$ cat src/design/stss_pkg.sv
// ----------------------------------------------------------------------------
// stss_pkg: shared types and constants of the sorted tab-stop set
// Store sizes, operation codes, sequencer states and the cell control word.
// ----------------------------------------------------------------------------
package stss_pkg;

    localparam int MAX_STOPS   = 64;
    localparam int COLUMN_BITS = 12;
    localparam int IDX_BITS    = $clog2(MAX_STOPS);
    localparam int CNT_BITS    = $clog2(MAX_STOPS + 1);
    localparam int STEP_BITS   = 12;
    localparam int OP_BITS     = 3;
    localparam int EIDX_BITS   = 6;

    localparam int IN_BITS  = OP_BITS + 2 * COLUMN_BITS + STEP_BITS + EIDX_BITS;
    localparam int IN_W     = ((IN_BITS + 7) / 8) * 8;
    localparam int OUT_BITS = 7 + 1 + COLUMN_BITS + 1;
    localparam int OUT_W    = ((OUT_BITS + 7) / 8) * 8;

    typedef enum logic [OP_BITS-1:0] {
        OP_SET_ONE   = 3'd0,
        OP_CLR_ONE   = 3'd1,
        OP_SET_RANGE = 3'd2,
        OP_CLR_RANGE = 3'd3,
        OP_CLR_ALL   = 3'd4,
        OP_READ      = 3'd5
    } t_op;

    typedef enum logic [1:0] {
        ST_IDLE,
        ST_CMP,
        ST_APPLY,
        ST_DONE
    } t_state;

    typedef struct packed {
        logic cmp;   // capture compare flags against the key
        logic ins;   // open a slot at the key position and store the key
        logic del;   // close the slot at the key position
    } t_cell_ctl;

endpackage

$ cat src/design/stss_cell.sv
// ----------------------------------------------------------------------------
// stss_cell: one slot of the sorted stop chain
// Holds one column, compares it with the key and shifts toward either neighbor.
// ----------------------------------------------------------------------------
module stss_cell
    import stss_pkg::*;
(
    input  logic                   i_clk,
    input  logic                   i_rst_n,
    input  t_cell_ctl              i_ctl,
    input  logic [COLUMN_BITS-1:0] i_key,
    input  logic                   i_valid,      // slot lies below the count
    input  logic                   i_prev_below, // left neighbor below key (1 at head)
    input  logic [COLUMN_BITS-1:0] i_prev_val,
    input  logic [COLUMN_BITS-1:0] i_next_val,
    output logic                   o_below,
    output logic                   o_eq,
    output logic [COLUMN_BITS-1:0] o_val
);

    logic [COLUMN_BITS-1:0] r_val, n_val;
    logic                   r_below, r_eq;

    always_comb begin
        n_val = r_val;
        if (i_ctl.ins && !r_below) begin
            // the first slot not below the key takes it, the rest shift right
            n_val = i_prev_below ? i_key : i_prev_val;
        end else if (i_ctl.del && !r_below) begin
            n_val = i_next_val;
        end
    end

    always_ff @(posedge i_clk) begin
        r_val <= n_val;
    end

    always_ff @(posedge i_clk) begin
        if (!i_rst_n) begin
            r_below <= 1'b0;
            r_eq    <= 1'b0;
        end else if (i_ctl.cmp) begin
            r_below <= i_valid && (r_val < i_key);
            r_eq    <= i_valid && (r_val == i_key);
        end
    end

    assign o_below = r_below;
    assign o_eq    = r_eq;
    assign o_val   = r_val;

endmodule

$ cat src/design/sorted_tab_stop_set_unit.sv
// ----------------------------------------------------------------------------
// sorted_tab_stop_set_unit: ascending duplicate-free tab-stop set
// A single set or clear takes a compare step and an apply step before its result word
// is registered; clear-all, read, unused codes and a range starting past its end go
// straight to the result. A range repeats compare and apply per column visited. One
// word is in work at a time: the next is taken once the last result is registered.
// Reset (synchronous, active low) empties the set; slot contents are not cleared.
// ----------------------------------------------------------------------------
module sorted_tab_stop_set_unit
    import stss_pkg::*;
(
    input  logic             i_clk,
    input  logic             i_rst_n,
    input  logic             i_s_axis_tvalid,
    output logic             o_s_axis_tready,
    // op[2:0], column[14:3], end_column[26:15], step[38:27], entry_index[44:39]
    input  logic [IN_W-1:0]  i_s_axis_tdata,
    output logic             o_m_axis_tvalid,
    input  logic             i_m_axis_tready,
    // stop_count[6:0], overflow[7], read_value[19:8], read_valid[20]
    output logic [OUT_W-1:0] o_m_axis_tdata
);

    localparam int C0 = OP_BITS;
    localparam int E0 = C0 + COLUMN_BITS;
    localparam int S0 = E0 + COLUMN_BITS;
    localparam int X0 = S0 + STEP_BITS;

    t_state                 r_state, n_state;
    t_op                    r_op;
    logic [COLUMN_BITS-1:0] r_cur, r_endc;
    logic [STEP_BITS-1:0]   r_step;
    logic [EIDX_BITS-1:0]   r_idx;
    logic [CNT_BITS-1:0]    r_count;
    logic                   r_over;
    logic                   r_out_valid;
    logic [OUT_W-1:0]       r_out_data;

    t_cell_ctl              w_ctl;
    logic [MAX_STOPS-1:0]   w_below, w_eq;
    logic [COLUMN_BITS-1:0] w_val [MAX_STOPS];

    logic                   w_accept, w_emit, w_present, w_full, w_is_set, w_is_clr;
    logic                   w_more;
    logic [COLUMN_BITS:0]   w_next_col;
    logic [COLUMN_BITS-1:0] w_in_col, w_in_endc;
    t_op                    w_in_op;
    logic                   w_rd_valid;
    logic [COLUMN_BITS-1:0] w_rd_value;

    assign w_in_op   = t_op'(i_s_axis_tdata[OP_BITS-1:0]);
    assign w_in_col  = i_s_axis_tdata[E0-1:C0];
    assign w_in_endc = i_s_axis_tdata[S0-1:E0];

    assign o_s_axis_tready = (r_state == ST_IDLE);
    assign w_accept        = i_s_axis_tvalid && o_s_axis_tready;
    assign w_emit          = (r_state == ST_DONE) && (!r_out_valid || i_m_axis_tready);

    assign w_present  = |w_eq;
    assign w_full     = (r_count == CNT_BITS'(MAX_STOPS));
    assign w_is_set   = (r_op == OP_SET_ONE) || (r_op == OP_SET_RANGE);
    assign w_is_clr   = (r_op == OP_CLR_ONE) || (r_op == OP_CLR_RANGE);
    assign w_next_col = {1'b0, r_cur} + (COLUMN_BITS+1)'(r_step);
    assign w_more     = ((r_op == OP_SET_RANGE) || (r_op == OP_CLR_RANGE))
                        && (r_step != '0) && (w_next_col <= {1'b0, r_endc});

    // next state
    always_comb begin
        n_state = r_state;
        case (r_state)
            ST_IDLE: begin
                if (w_accept) begin
                    case (w_in_op)
                        OP_SET_ONE, OP_CLR_ONE: n_state = ST_CMP;
                        OP_SET_RANGE, OP_CLR_RANGE:
                            n_state = (w_in_col > w_in_endc) ? ST_DONE : ST_CMP;
                        default: n_state = ST_DONE;
                    endcase
                end
            end
            ST_CMP:   n_state = ST_APPLY;
            ST_APPLY: n_state = w_more ? ST_CMP : ST_DONE;
            ST_DONE:  n_state = w_emit ? ST_IDLE : ST_DONE;
            default:  n_state = ST_IDLE;
        endcase
    end

    // cell controls
    always_comb begin
        w_ctl.cmp = (r_state == ST_CMP);
        w_ctl.ins = (r_state == ST_APPLY) && w_is_set && !w_present && !w_full;
        w_ctl.del = (r_state == ST_APPLY) && w_is_clr && w_present;
    end

    always_ff @(posedge i_clk) begin
        if (!i_rst_n) begin
            r_state <= ST_IDLE;
        end else begin
            r_state <= n_state;
        end
    end

    always_ff @(posedge i_clk) begin
        if (w_accept) begin
            r_op   <= w_in_op;
            r_cur  <= w_in_col;
            r_endc <= w_in_endc;
            r_step <= i_s_axis_tdata[X0-1:S0];
            r_idx  <= i_s_axis_tdata[X0+EIDX_BITS-1:X0];
        end else if ((r_state == ST_APPLY) && w_more) begin
            r_cur <= w_next_col[COLUMN_BITS-1:0];
        end
    end

    always_ff @(posedge i_clk) begin
        if (!i_rst_n) begin
            r_count <= '0;
            r_over  <= 1'b0;
        end else begin
            if (w_accept) begin
                r_over <= 1'b0;
                if (w_in_op == OP_CLR_ALL) begin
                    r_count <= '0;
                end
            end
            if (w_ctl.ins) begin
                r_count <= r_count + CNT_BITS'(1);
            end else if (w_ctl.del) begin
                r_count <= r_count - CNT_BITS'(1);
            end
            if ((r_state == ST_APPLY) && w_is_set && !w_present && w_full) begin
                r_over <= 1'b1;
            end
        end
    end

    // cell chain
    for (genvar i = 0; i < MAX_STOPS; i++) begin : g_cell
        logic                   w_prev_below;
        logic [COLUMN_BITS-1:0] w_prev_val, w_next_val;

        if (i == 0) begin : g_head
            assign w_prev_below = 1'b1;
            assign w_prev_val   = '0;
        end else begin : g_body
            assign w_prev_below = w_below[i-1];
            assign w_prev_val   = w_val[i-1];
        end
        if (i == MAX_STOPS - 1) begin : g_tail
            assign w_next_val = '0;
        end else begin : g_inner
            assign w_next_val = w_val[i+1];
        end

        stss_cell u_cell (
            .i_clk        (i_clk),
            .i_rst_n      (i_rst_n),
            .i_ctl        (w_ctl),
            .i_key        (r_cur),
            .i_valid      (CNT_BITS'(i) < r_count),
            .i_prev_below (w_prev_below),
            .i_prev_val   (w_prev_val),
            .i_next_val   (w_next_val),
            .o_below      (w_below[i]),
            .o_eq         (w_eq[i]),
            .o_val        (w_val[i])
        );
    end

    // read-entry result
    always_comb begin
        w_rd_valid = (r_op == OP_READ) && (CNT_BITS'(r_idx) < r_count);
        w_rd_value = w_rd_valid ? w_val[r_idx[IDX_BITS-1:0]] : '0;
    end

    always_ff @(posedge i_clk) begin
        if (!i_rst_n) begin
            r_out_valid <= 1'b0;
        end else if (w_emit) begin
            r_out_valid <= 1'b1;
        end else if (i_m_axis_tready) begin
            r_out_valid <= 1'b0;
        end
    end

    always_ff @(posedge i_clk) begin
        if (w_emit) begin
            r_out_data <= OUT_W'({w_rd_valid, w_rd_value, r_over, 7'(r_count)});
        end
    end

    assign o_m_axis_tvalid = r_out_valid;
    assign o_m_axis_tdata  = r_out_data;

endmodule

$ cat config.mk
export PLATFORM = sky130hd
export DESIGN_NAME = sorted_tab_stop_set_unit
export DESIGN_NICKNAME = d
export VERILOG_FILES = /design/src/design/stss_pkg.sv /design/src/design/stss_cell.sv /design/src/design/sorted_tab_stop_set_unit.sv
export SDC_FILE = /design/constraint.sdc
export NUM_CORES = 2
export LEC_CHECK = 0
export BUFFER_PORTS_ARGS = -buffer_cell sky130_fd_sc_hd__buf_4
export CAP_MARGIN = 20
export CORE_MARGIN = 2
export CORE_UTILIZATION = 30
export CTS_CLUSTER_DIAMETER = 200
export DETAILED_ROUTE_END_ITERATION = 16
export HOLD_SLACK_MARGIN = 0.12
export SYNTH_ARGS = -nofsm -noshare
export SYNTH_HDL_FRONTEND = slang
export SYNTH_SLANG_ARGS = --single-unit
$ cat constraint.sdc
create_clock -name i_clk -period 10.3 [get_ports i_clk]
set_input_delay 1.03 -clock i_clk [delete_from_list [all_inputs] [get_ports i_clk]]
set_output_delay 1.03 -clock i_clk [all_outputs]
set_load 0.02 [all_outputs]
==> results.json <==
{
  "outcome": "completed",
  "p_seq_share_pct": 30.8,
  "drt_iter0_drc": 6515,
  "fill_cells": 23522,
  "cp.arrival_ns": 5.86,
  "viasPerCell": 5.84,
  "grt_overflow": 0,
  "core_sq_um": 235000,
  "min_period_ns": 5.39,
  "cellLeakagePower_nw": 28.8,
  "worst_path_max_delay_cell": "nor4_1",
  "dieArea_sq_um": 240000,
  "die_y_um": 490,
  "antenna_found_initial": 21,
  "p_int_w": 0.00980,
  "insertion_delay_ns": 0.78,
  "rsz0062_at_grt": "false",
  "post_dp_cell_area_sq_um": 74100,
  "grt_pass1_wl_um": 385000,
  "wl_per_cell_um": 27.1,
  "dp_hpwl_um": 185000,
  "grt_pass1_vias": 55529,
  "ir_drop_mv": 0.179,
  "row_count": 178,
  "power_density_nw_per_um2": 222,
  "drc": 0,
  "fin_area_sq_um": 77900,
  "h-tree-depth": 3,
  "wirelength_um": 266000,
  "yosys_warnings": 0,
  "setup_viol_count_final": 0,
  "fin_setup_tns_ns": 0,
  "vias": 57207,
  "netlist_area_sq_um": 70800,
  "cts_tree": "done",
  "worst_pin_slew_ns": 1.28,
  "swShare_pct": 43.4,
  "comb_power_share_pct": 46.1,
  "postCtsResizedCells": 0,
  "multi_input_area_sq_um": 40700,
  "postCtsSetupRepairBufs": 0,
  "end_kind": "flip-flop",
  "synth_seq_cells": 973,
  "synthArstFlopShare_pct": 0,
  "root_buffer": "clkbuf_16",
  "maxSlewHeadroom_pct": 14.0,
  "ys_seq_area_share_pct": 39.3,
  "start_util_pct": 30.1,
  "p_sw_w": 0.00751,
  "min_path_type": "flip-flop to flip-flop",
  "drive_above_1_share_pct": 9.23,
  "io_buffers": 71,
  "crit_chain": "nor4_1 > nand4_1 > nor4_4 > and3_4 > buf_4 > nand2b_1 > nand2_1 > o21ai_0",
  "fin_cells": 9801,
  "slowest_delay_ns": 1.06,
  "ant_nets": 0,
  "p_clk_share_pct": 23.0,
  "clock_sinks": 973,
  "cts_hold_buf": 0,
  "synth_edf_count": 834,
  "chipWidth_um": 490,
  "syn_inst": 6720,
  "crit_type": "flip-flop to flip-flop",
  "min_from": "r_over",
  "final_common_cell": "o21ai_0",
  "place_congestion": 0.936,
  "synthFlopType": "edfxtp_1",
  "mostFrequentLayoutCells": "o21ai_0, nand2_1, edfxtp_1",
  "dp_cells": 9552,
  "finalCritPeriodShare_pct": 52.3,
  "finClkSkew_ns": 0.0308,
  "clk_path_buf_depth": 3,
  "fin_nets": 7407,
  "regArea_sq_um": 27800,
  "io_pins": 78,
  "grt_usage_pct": 21.6,
  "firstDrtPassIters": 7,
  "slew_violations": 0,
  "area_growth_pct": 10.0,
  "fmax_mhz": 186,
  "startpoint": "g_cell[47].u_cell.o_eq",
  "hold_violations": 0,
  "cp_max_fo": 49,
  "cts.clk_slew.worst_paths_ns": 0.06,
  "worstReg2RegStart": "g_cell[47].u_cell.o_eq",
  "synth.distinct_cells": 69,
  "max_cap_violations": 0,
  "cts_buffers": 106,
  "cp.required_ns": 10.78,
  "start_kind": "flip-flop",
  "grt_start_max_net_pins": 125,
  "synth_area_per_cell_sq_um": 10.5
}
stage by stage:
stage               hold WS, ns  worst slack (ns)  total power (W)  utilization, %
floorplan                 0.406              5.03           0.0101               -
global placement          0.431              5.23           0.0128            31.5
detailed placement        0.426              5.19           0.0131            31.5
CTS                       0.423              5.16           0.0171            33.0
global route              0.445              5.00           0.0182            33.1
finish                    0.441              4.91           0.0173            33.1
final cells by class:
cell class,instances,area share [%]
inverters,117,0.602
repair buffers,177,1.86
diodes,19,0.0610
clock inverters,47,0.630
flip-flops and latches,973,35.7
multi-input cells,5166,52.3
clock buffers,152,3.81
well taps,3150,5.06
power groups by stage:
stage                     Sequential (W)  Clock (W)  Combinational [W]
after global placement           0.00540          0            0.00741
final                            0.00534    0.00399            0.00799
after floorplan                  0.00514          0            0.00499
after detailed placement         0.00541          0            0.00773
after global routing             0.00536    0.00415            0.00867
after CTS                        0.00533    0.00402            0.00776
synth_stat cells (4+ instances only):
cell type	count	area share [%]
a2111oi_0	14	0.17
mux2i_1	769	11
edfxtp_1	834	35
o21ai_0	913	6.5
buf_1	34	0.18
mux4_2	240	7.6
mux2_2	10	0.16
a32o_1	20	0.28
a21o_1	148	1.6
o2111ai_1	10	0.12
nand3_1	49	0.35
o21bai_1	9	0.095
inv_1	113	0.60
a21oi_1	284	2.0
nor4b_1	5	0.062
clkbuf_1	377	2.0
and4_1	7	0.087
nor4_1	62	0.55
ha_1	813	14
nor2_1	216	1.1
a22oi_1	18	0.19
or4_1	4	0.042
a31oi_1	5	0.044
nand2_1	875	4.6
buf_4	11	0.12
a211oi_1	38	0.40
nor3_1	40	0.28
and3_1	9	0.080
nand2b_1	130	1.1
nand4_1	172	1.5
buf_6	7	0.11
or3_1	7	0.062
nor2b_1	136	1.2
a32oi_1	9	0.11
xnor2_1	7	0.087
o21a_1	75	0.80
o41ai_1	4	0.049
a22o_1	7	0.087
o211ai_1	14	0.15
a2bb2oi_1	6	0.074
dfxtp_1	139	3.9
buf_2	36	0.25
final timing paths:
check | to | depth (start not counted) | slack (ns)
setup / recovery | g_cell[9].u_cell.o_val[10] | 8 | 4.91
hold / removal | o_m_axis_tdata[7] | 0 | 0.44
setup reg to reg | g_cell[9].u_cell.o_val[10] | 8 | 4.91
hold reg to reg | o_m_axis_tdata[7] | 0 | 0.44
registers in the layout, summed over array words and instances, names as in the netlist:
name and flops:
r_over 1, r_count 7, o_m_axis_tdata 21, g_cell.u_cell.o_below 64
r_idx 6, o_m_axis_tvalid 1, r_state 2, r_step 12
r_endc 12, r_op 3, r_cur 12, g_cell.u_cell.o_val 768
g_cell.u_cell.o_eq 64
routing by layer:
layer	part of all wire [%]	up-vias	GRT usage, %
li1	-	25131	-
met4	6.0	4	12.2
met2	44	3210	33.3
met1	40	28256	28.5
met5	0.045	-	0
met3	9.8	606	3.99
worst max-delay path, delay by kind of cell, from the launching register on:
family | cells | cell delay, ns
compound gates | 1 | 0.12
buf+inv | 1 | 1.02
simple gates | 6 | 3.57
flops | 1 | 0.31
kinds of logic (layout without fill, tap and decap cells):
logic type	count (synthesis)	after routing	synth area share, %
DFF	973	973	39.3
other	1	22	0.00530
and+or+nand+nor	1728	1728	11.4
AOI/OAI and AO/OA	1592	1592	12.8
xor gates and xnor gates	10	10	0.124
adders and majority gates	814	814	14.4
buffers and inverters	583	493	3.30
muxes	1019	1019	18.7
No activity file was read; power rests on OpenSTA's default activity.
